<file path="config.mk">
export PLATFORM = sky130hd
export DESIGN_NAME = byte_ring_fifo_overwrite
export DESIGN_NICKNAME = d
export VERILOG_FILES = /design/src/rtl/brfo_pkg.sv /design/src/rtl/brfo_ctrl.sv /design/src/rtl/brfo_dpath.sv /design/src/rtl/byte_ring_fifo_overwrite.sv
export SDC_FILE = /design/constraint.sdc
export NUM_CORES = 2
export LEC_CHECK = 0
export BUFFER_PORTS_ARGS = -buffer_cell sky130_fd_sc_hd__buf_4
export CORE_UTILIZATION = 50
export CTS_CLUSTER_SIZE = 20
export DETAILED_ROUTE_END_ITERATION = 16
export GPL_TIMING_DRIVEN = 1
export HOLD_SLACK_MARGIN = 0.1
export PLACE_DENSITY_LB_ADDON = 0.2
export SLEW_MARGIN = 0
export SYNTH_ARGS = -nofsm -noshare
export SYNTH_HDL_FRONTEND = slang
export SYNTH_SLANG_ARGS = --single-unit
</file>
<file path="constraint.sdc">
create_clock -name clk_i -period 4.5 [get_ports clk_i]
set_input_delay 0.9 -clock clk_i [delete_from_list [all_inputs] [get_ports clk_i]]
set_output_delay 0.9 -clock clk_i [all_outputs]
set_load 0.05 [all_outputs]
</file>
<file path="src/rtl/brfo_pkg.sv">
// Shared types, constants and helpers of the byte ring FIFO.
`default_nettype none
package brfo_pkg;

  localparam int unsigned DEPTH = 256;
  localparam int unsigned PTR_W = $clog2(DEPTH);
  localparam int unsigned CNT_W = PTR_W + 1;
  localparam int unsigned CFG_IDX_W = 2;
  localparam int unsigned CFG_DATA_W = 9;

  typedef enum logic [1:0] {
    KIND_PUSH,
    KIND_POP,
    KIND_CLEAR
  } kind_e;

  typedef enum logic [1:0] {
    OVF_NONE,
    OVF_SOFT,
    OVF_HARD
  } ovf_e;

  typedef enum logic [CFG_IDX_W-1:0] {
    CFG_CAPACITY,
    CFG_OVERWRITE
  } cfg_idx_e;

  typedef enum logic [1:0] {
    ST_IDLE,
    ST_EXEC,
    ST_RESP
  } state_e;

  // Controller to datapath commands.
  typedef struct packed {
    logic load;     // capture the incoming transaction
    logic exec;     // apply the captured transaction to the ring
    logic respond;  // result registers are on the ports
  } cmd_t;

  // Step a ring pointer, wrapping at the effective capacity.
  function automatic logic [PTR_W-1:0] ptr_adv(input logic [PTR_W-1:0] ptr,
                                               input logic [CNT_W-1:0] cap);
    logic [CNT_W-1:0] nxt;
    nxt = {1'b0, ptr} + CNT_W'(1);
    return (nxt >= cap) ? '0 : nxt[PTR_W-1:0];
  endfunction

endpackage
`default_nettype wire

</file>
<file path="src/rtl/brfo_ctrl.sv">
// Sequencer of the byte ring FIFO: capture, execute, respond.
`default_nettype none
module brfo_ctrl (
  input  wire logic          clk_i,
  input  wire logic          rst_ni,
  input  wire logic          start,
  output logic               busy,
  output brfo_pkg::cmd_t     cmd_o
);
  import brfo_pkg::*;

  state_e state_q, state_d;
  logic   accept;

  assign accept = start && !busy;

  always_comb begin
    state_d = state_q;
    unique case (state_q)
      ST_IDLE: if (accept) state_d = ST_EXEC;
      ST_EXEC: state_d = ST_RESP;
      ST_RESP: state_d = accept ? ST_EXEC : ST_IDLE;
      default: state_d = ST_IDLE;
    endcase
  end

  always_comb begin
    busy         = (state_q == ST_EXEC);
    cmd_o.load    = accept;
    cmd_o.exec    = (state_q == ST_EXEC);
    cmd_o.respond = (state_q == ST_RESP);
  end

  always_ff @(posedge clk_i or negedge rst_ni) begin
    if (!rst_ni) begin
      state_q <= ST_IDLE;
    end else begin
      state_q <= state_d;
    end
  end

endmodule
`default_nettype wire

</file>
<file path="src/rtl/brfo_dpath.sv">
// Ring store, pointers, counters and configuration of the byte ring FIFO.
`default_nettype none
module brfo_dpath (
  input  wire logic                               clk_i,
  input  wire logic                               rst_ni,
  input  wire brfo_pkg::cmd_t                     cmd_i,
  input  wire logic [1:0]                         kind_i,
  input  wire logic [7:0]                         push_byte_i,
  input  wire logic                               cfg_we_i,
  input  wire logic [brfo_pkg::CFG_IDX_W-1:0]     cfg_idx_i,
  input  wire logic [brfo_pkg::CFG_DATA_W-1:0]    cfg_data_i,
  output logic [7:0]                              pop_byte_o,
  output logic                                    pop_valid_o,
  output logic [1:0]                              overflow_status_o,
  output logic [brfo_pkg::CNT_W-1:0]              fill_count_o,
  output logic [brfo_pkg::CNT_W-1:0]              high_water_o
);
  import brfo_pkg::*;

  logic [7:0]       mem_q [DEPTH];
  logic [7:0]       rd_q;

  logic [1:0]       kind_q;
  logic [7:0]       byte_q;
  logic [CNT_W-1:0] cap_q;
  logic             ovw_q;

  logic [PTR_W-1:0] head_q, head_d;
  logic [PTR_W-1:0] tail_q, tail_d;
  logic [CNT_W-1:0] held_q, held_d;
  logic [CNT_W-1:0] peak_q, peak_d;
  logic             pv_q, pv_d;
  ovf_e             ovf_q, ovf_d;
  logic             wr_en;
  logic [CNT_W-1:0] cap_eff;

  // Clamp capacity into 1..DEPTH.
  always_comb begin
    if (cap_q == '0) begin
      cap_eff = CNT_W'(1);
    end else if (cap_q > CNT_W'(DEPTH)) begin
      cap_eff = CNT_W'(DEPTH);
    end else begin
      cap_eff = cap_q;
    end
  end

  always_comb begin
    head_d = head_q;
    tail_d = tail_q;
    held_d = held_q;
    peak_d = peak_q;
    pv_d   = 1'b0;
    ovf_d  = OVF_NONE;
    wr_en  = 1'b0;
    unique case (kind_e'(kind_q))
      KIND_PUSH: begin
        if (held_q >= cap_eff) begin
          if (ovw_q) begin
            head_d = ptr_adv(head_q, cap_eff);
            tail_d = ptr_adv(tail_q, cap_eff);
            wr_en  = 1'b1;
            ovf_d  = OVF_SOFT;
          end else begin
            held_d = cap_eff;
            ovf_d  = OVF_HARD;
          end
        end else begin
          held_d = held_q + CNT_W'(1);
          tail_d = ptr_adv(tail_q, cap_eff);
          wr_en  = 1'b1;
        end
        if (held_d > peak_q) peak_d = held_d;
      end
      KIND_POP: begin
        if (held_q != '0) begin
          pv_d   = 1'b1;
          head_d = ptr_adv(head_q, cap_eff);
          held_d = held_q - CNT_W'(1);
        end
      end
      KIND_CLEAR: begin
        held_d = '0;
        head_d = '0;
        tail_d = '0;
      end
      default: ;
    endcase
  end

  // Ring store: one write port, one registered read port at the head.
  always_ff @(posedge clk_i) begin
    if (cmd_i.exec && wr_en) begin
      mem_q[tail_q] <= byte_q;
    end
    rd_q <= mem_q[head_q];
  end

  always_ff @(posedge clk_i) begin
    if (cmd_i.load) begin
      kind_q <= kind_i;
      byte_q <= push_byte_i;
    end
  end

  always_ff @(posedge clk_i or negedge rst_ni) begin
    if (!rst_ni) begin
      cap_q  <= CNT_W'(DEPTH);
      ovw_q  <= 1'b0;
      head_q <= '0;
      tail_q <= '0;
      held_q <= '0;
      peak_q <= '0;
      pv_q   <= 1'b0;
      ovf_q  <= OVF_NONE;
    end else begin
      if (cfg_we_i) begin
        if (cfg_idx_i == CFG_CAPACITY) cap_q <= CNT_W'(cfg_data_i);
        if (cfg_idx_i == CFG_OVERWRITE) ovw_q <= cfg_data_i[0];
      end
      if (cmd_i.exec) begin
        head_q <= head_d;
        tail_q <= tail_d;
        held_q <= held_d;
        peak_q <= peak_d;
        pv_q   <= pv_d;
        ovf_q  <= ovf_d;
      end
    end
  end

  assign pop_byte_o        = pv_q ? rd_q : 8'h00;
  assign pop_valid_o       = pv_q;
  assign overflow_status_o = ovf_q;
  assign fill_count_o      = held_q;
  assign high_water_o      = peak_q;

endmodule
`default_nettype wire

</file>
<file path="src/rtl/byte_ring_fifo_overwrite.sv">
// Top level of the byte ring FIFO with overwrite-oldest mode.
//
// Command channel: a transaction (kind, push_byte) is taken at a rising edge
// where start is high and busy is low. Kind is push, pop or clear; an unused
// kind changes nothing and still gives a result.
// Result channel: every transaction gives one result, held on the result
// ports for one cycle while result_valid_o is high. The receiver cannot stall.
// The accepting edge moves the sequencer to the execute state, then to the
// respond state, in which the result is on the ports and is taken at the
// rising edge that ends it. The execute state applies the transaction to the
// ring (store write, pointers, counters) and issues the registered store
// read; the respond state presents the result. busy is high only in the
// execute cycle, so a new transaction may be taken while a result is shown.
// Configuration: cfg_valid_i/cfg_ready_o write capacity (index 0) and
// overwrite mode (index 1); ready is always high. Write only while idle.
// Reset: pointers, fill count and high-water mark clear, capacity goes to 256,
// overwrite mode off. The ring store is not cleared; after a capacity change a
// pop can read an entry that was never written.
`default_nettype none
module byte_ring_fifo_overwrite (
  input  wire logic                               clk_i,
  input  wire logic                               rst_ni,
  input  wire logic                               start,
  output logic                                    busy,
  input  wire logic [1:0]                         kind_i,
  input  wire logic [7:0]                         push_byte_i,
  input  wire logic                               cfg_valid_i,
  output logic                                    cfg_ready_o,
  input  wire logic [brfo_pkg::CFG_IDX_W-1:0]     cfg_index_i,
  input  wire logic [brfo_pkg::CFG_DATA_W-1:0]    cfg_data_i,
  output logic                                    result_valid_o,
  output logic [7:0]                              pop_byte_o,
  output logic                                    pop_valid_o,
  output logic [1:0]                              overflow_status_o,
  output logic [brfo_pkg::CNT_W-1:0]              fill_count_o,
  output logic [brfo_pkg::CNT_W-1:0]              high_water_o
);
  import brfo_pkg::*;

  cmd_t cmd;

  // Configuration is always taken.
  assign cfg_ready_o = 1'b1;

  brfo_ctrl u_ctrl (
    .clk_i  (clk_i),
    .rst_ni (rst_ni),
    .start  (start),
    .busy   (busy),
    .cmd_o  (cmd)
  );

  brfo_dpath u_dpath (
    .clk_i             (clk_i),
    .rst_ni            (rst_ni),
    .cmd_i             (cmd),
    .kind_i            (kind_i),
    .push_byte_i       (push_byte_i),
    .cfg_we_i          (cfg_valid_i && cfg_ready_o),
    .cfg_idx_i         (cfg_index_i),
    .cfg_data_i        (cfg_data_i),
    .pop_byte_o        (pop_byte_o),
    .pop_valid_o       (pop_valid_o),
    .overflow_status_o (overflow_status_o),
    .fill_count_o      (fill_count_o),
    .high_water_o      (high_water_o)
  );

  // Strobe the result while its registers are on the ports.
  assign result_valid_o = cmd.respond;

endmodule
`default_nettype wire

</file>
==> reports/metrics.cfg <==
[floorplan]
row_count = 150
floorplan.die.width_um = 413
floorplan.die.height_um = 413
floorplan.initialDensity_pct = 50.5
placeableCoreArea_um2 = 168000
ios = 57
design.die.area_um2 = 171000

[routing]
drt.antenna.violating_nets = 0
detailedRoute.firstIterationViolations = 5508
remaining_drc_errors = 0
via_count = 45325
wirelength_mm = 226
detail_route.vias_per_cell = 6.26
firstDrtPassIters = 6
detail_route.wl_per_cell_um = 31.2

[grt]
grt_pass1_vias = 44493
grt_usage_pct = 26.7
pin_count_of_the_biggest_net_entering_global_routing = 212
grt_first_pass_wirelength_mm = 324
aggregate_global_routing_overflow = 0
antenna_found_initial = 9

[clock_tree]
clk_path_buf_depth = 3
tritoncts = built
clock-root-buffer = sky130_fd_sc_hd__clkbuf_16
post_cts_buffers = 0
clk_latency_ns = 0.84
tritoncts.num_buffers = 208
worst_setup_hold_path_clk_slew_ns = 0.06
clock_sinks = 2115
h-tree-depth = 4

[synth]
avgSynthCellArea_um2 = 19.3
synthTopCellsByCount = sky130_fd_sc_hd__edfxtp_1 (2058), sky130_fd_sc_hd__mux4_2 (385), sky130_fd_sc_hd__nor2_1 (327)
netlist.area_leader.share_pct = 73.1
synth_nets = 4462
synth_seq_area_share_pct = 74.7
syn_inst = 4389
yosysWarningCount = 0
postSynth.asyncResetShare_pct = 2.32
post_synth_instance_area_um2 = 84600
yosysMostFrequentCell = sky130_fd_sc_hd__edfxtp_1
synthFlopType = sky130_fd_sc_hd__edfxtp_1
synth.top_cells.by_area = sky130_fd_sc_hd__edfxtp_1 (73%), sky130_fd_sc_hd__mux4_2 (10%), sky130_fd_sc_hd__mux2i_1 (3.7%)
yosys.area.top_type = sky130_fd_sc_hd__edfxtp_1
synthDistinctLibCells = 79
synth-edff-count = 2058
synth_seq_cells = 2115

[pwr]
power.ir.vdd_worst_mv = 0.423
share_seq_of_total_power_pct = 42.5
power_density_nw_per_um2 = 539
swShare_pct = 28.4
p_leak_nw = 31.9
switchingPower_mw = 14.8
intPower_mw = 37.4
share_clk_of_total_power_pct = 33.6
power_frac_comb_pct = 23.9

[timing]
max_slew.worst_pin.slew_ns = 1.32
setup_slack_ns = 0.278
final.setup_skew_ns = 0.0280
pins_over_their_slew_limit = 0
worst_relative_slew_slack_pct = 9.56
final.setup.tns_ns = 0
hold_viol = 0
layout_worst_path_cycle_share_pct = 93.8
finalSetupViolations = 0
max_frequency_mhz = 237
post-route-min-period_ns = 4.22
rsz_0062_raised_after_global_routing = no

[worst_setup_path]
cp.required_ns = 5.22
worst_ep_arrival_time_ns = 4.94
rr_endpoint = u_dpath.high_water_o[3]
timing.critical_path.to_type = flop
rrSetupSlack_ns = 0.28
reg2reg_depth = 18
critPathMaxFanout = 9
timing_worst_setup_path_type = flop to flop
crit_path_start_kind = flop
crit-reg2reg-launch = u_dpath.cap_q[6]

[final_layout]
multi_input_comb_area_um2 = 19700
area_growth_syn_to_layout_pct = 14.6
drive_above_1_share_pct = 24.7
final_cell_area_um2 = 97000
sequential_cell_area_um2 = 63200
num-fill-cells = 12410
finalCoreUtilization_pct = 57.9
nets = 4927
final-instance-count-excl-fill = 7240
num_antenna_cells = 0

[hold_path]
worst_hold_path.endpoint = u_dpath.byte_q[4]
hold_path_origin = push_byte_i[4]
min_path_type = input port to flop
hold_path_depth = 1

[place]
place_worst_setup_slack_ns = 0.170
dp_cells = 6847
hpwl_dp_mm = 146
place_congestion = 0.902
placedInstanceArea_um2 = 90000
port_buffers = 55

[status]
run_status = completed

[flow_run]
max-cap-violations = 0

[what timing repair did]
item | in CTS | in global routing
resized for setup | 0 | 4
hold endpoints to repair | 48 | 0
endpoints found under the setup margin | 0 | 8
hold buffers | 1 | 0
[kinds of logic (layout without fill, tap and decap cells)]
logic type                 count (synthesis)  count (layout)  share of synthesized area [%]
AOI/OAI and AO/OA                        473             473                           4.03
and+or+nand+nor                          726             726                           3.81
buffers and inverters                    284             931                           2.08
other                                      1               1                        0.00443
adders and majority gates                 48              48                          0.710
muxes                                    730             730                           14.6
xor gates and xnor gates                  12              12                          0.124
DFF                                     2115            2115                           74.7
[power groups by stage]
stage / logic (mW) / registers [mW] / clock network [mW]
final: 12.5 / 22.2 / 17.5
after CTS: 12.5 / 22.2 / 17.8
after global placement: 12.4 / 22.6 / 0
after global routing: 13.1 / 22.2 / 18.5
after detailed placement: 12.4 / 22.6 / 0
after floorplan: 8.41 / 22.8 / 0
[cell type report]
| class | count | area share [%] |
|---|---|---|
| timing repair buffer | 509 | 4.42 |
| clock inverter | 132 | 1.43 |
| clock buffer | 260 | 5.68 |
| inverter | 30 | 0.123 |
| tap | 2204 | 2.84 |
| sequential | 2115 | 65.2 |
| multi-input combinational | 1990 | 20.3 |
[critical path, stage by stage (launching register included)]
cell and delay (ns):
sky130_fd_sc_hd__dfrtp_1 0.41, sky130_fd_sc_hd__nor4_1 0.28, sky130_fd_sc_hd__a21oi_1 0.10, sky130_fd_sc_hd__nor2_1 0.14, sky130_fd_sc_hd__ha_1 0.24, sky130_fd_sc_hd__nand2b_1 0.14
sky130_fd_sc_hd__a21o_1 0.18, sky130_fd_sc_hd__a21oi_2 0.19, sky130_fd_sc_hd__o311a_1 0.22, sky130_fd_sc_hd__mux2_2 0.34, sky130_fd_sc_hd__o221a_2 0.28, sky130_fd_sc_hd__ha_1 0.31
sky130_fd_sc_hd__o21a_1 0.12, sky130_fd_sc_hd__o21a_1 0.16, sky130_fd_sc_hd__o21ai_0 0.15, sky130_fd_sc_hd__a21oi_1 0.10, sky130_fd_sc_hd__o31ai_2 0.18, sky130_fd_sc_hd__buf_4 0.21
sky130_fd_sc_hd__mux2_2 0.35
[worst max path at each step]
stage                      from  depth (start not counted)                      end
6_report       u_dpath.cap_q[6]                         18  u_dpath.high_water_o[3]
5_1_grt        u_dpath.cap_q[6]                         18  u_dpath.high_water_o[1]
4_1_cts        u_dpath.cap_q[6]                         20  u_dpath.high_water_o[3]
3_5_place_dp   u_dpath.cap_q[6]                         20  u_dpath.high_water_o[2]
3_3_place_gp   u_dpath.cap_q[6]                         20  u_dpath.high_water_o[3]
2_1_floorplan  u_dpath.cap_q[6]                         18  u_dpath.high_water_o[1]
[cells in the final DEF (no fill, tap or decap), drive strengths merged, types with 10 or more instances in the layout]
cell type,Yosys,layout
mux2i,314,314
a22o,14,14
nor4,18,18
nor2,327,327
nand2b,13,13
a211o,11,11
nor2b,15,15
a2111oi,12,12
and3,14,14
bufinv,0,26
o31ai,12,12
a21oi,96,96
mux4,395,395
and2,29,29
a211oi,12,12
nand4,18,18
clkbuf,96,260
o22ai,68,68
o221ai,131,131
mux2,21,21
o21ai,43,43
edfxtp,2058,2058
nand3,21,21
inv,28,33
buf,157,508
clkinv,2,94
dfrtp,48,48
nor3,60,60
nand2,182,182
a21o,10,10
ha,48,48
[per-stage QoR]
stage,power [mW],hold WS [ns]
global placement,34.9,0.440
global route,53.8,0.203
floorplan,31.2,0.426
detailed placement,35.0,0.448
finish,52.2,0.235
CTS,52.4,0.180
[per-layer routing]
layer | routed length, um | vias up | GRT usage (%)
li1 | - | 18957 | -
met1 | 93600 | 23658 | 39.2
met2 | 105000 | 2309 | 40.6
met3 | 20100 | 393 | 4.85
met4 | 7670 | 8 | 8.70
met5 | 56 | - | 0
[sequential cells by signal, summed over array words and instances, names as in the netlist]
signal and count:
u_dpath.pop_valid_o 1, u_dpath.mem_q 2048, u_dpath.fill_count_o 9, u_dpath.head_q 8
u_dpath.high_water_o 9, u_dpath.rd_q 8, u_dpath.byte_q 8, u_dpath.overflow_status_o 2
u_ctrl.state_q 2, u_dpath.kind_q 2, u_dpath.tail_q 8, u_dpath.cap_q 9
u_dpath.ovw_q 1
(Power assumes the default switching activity.)
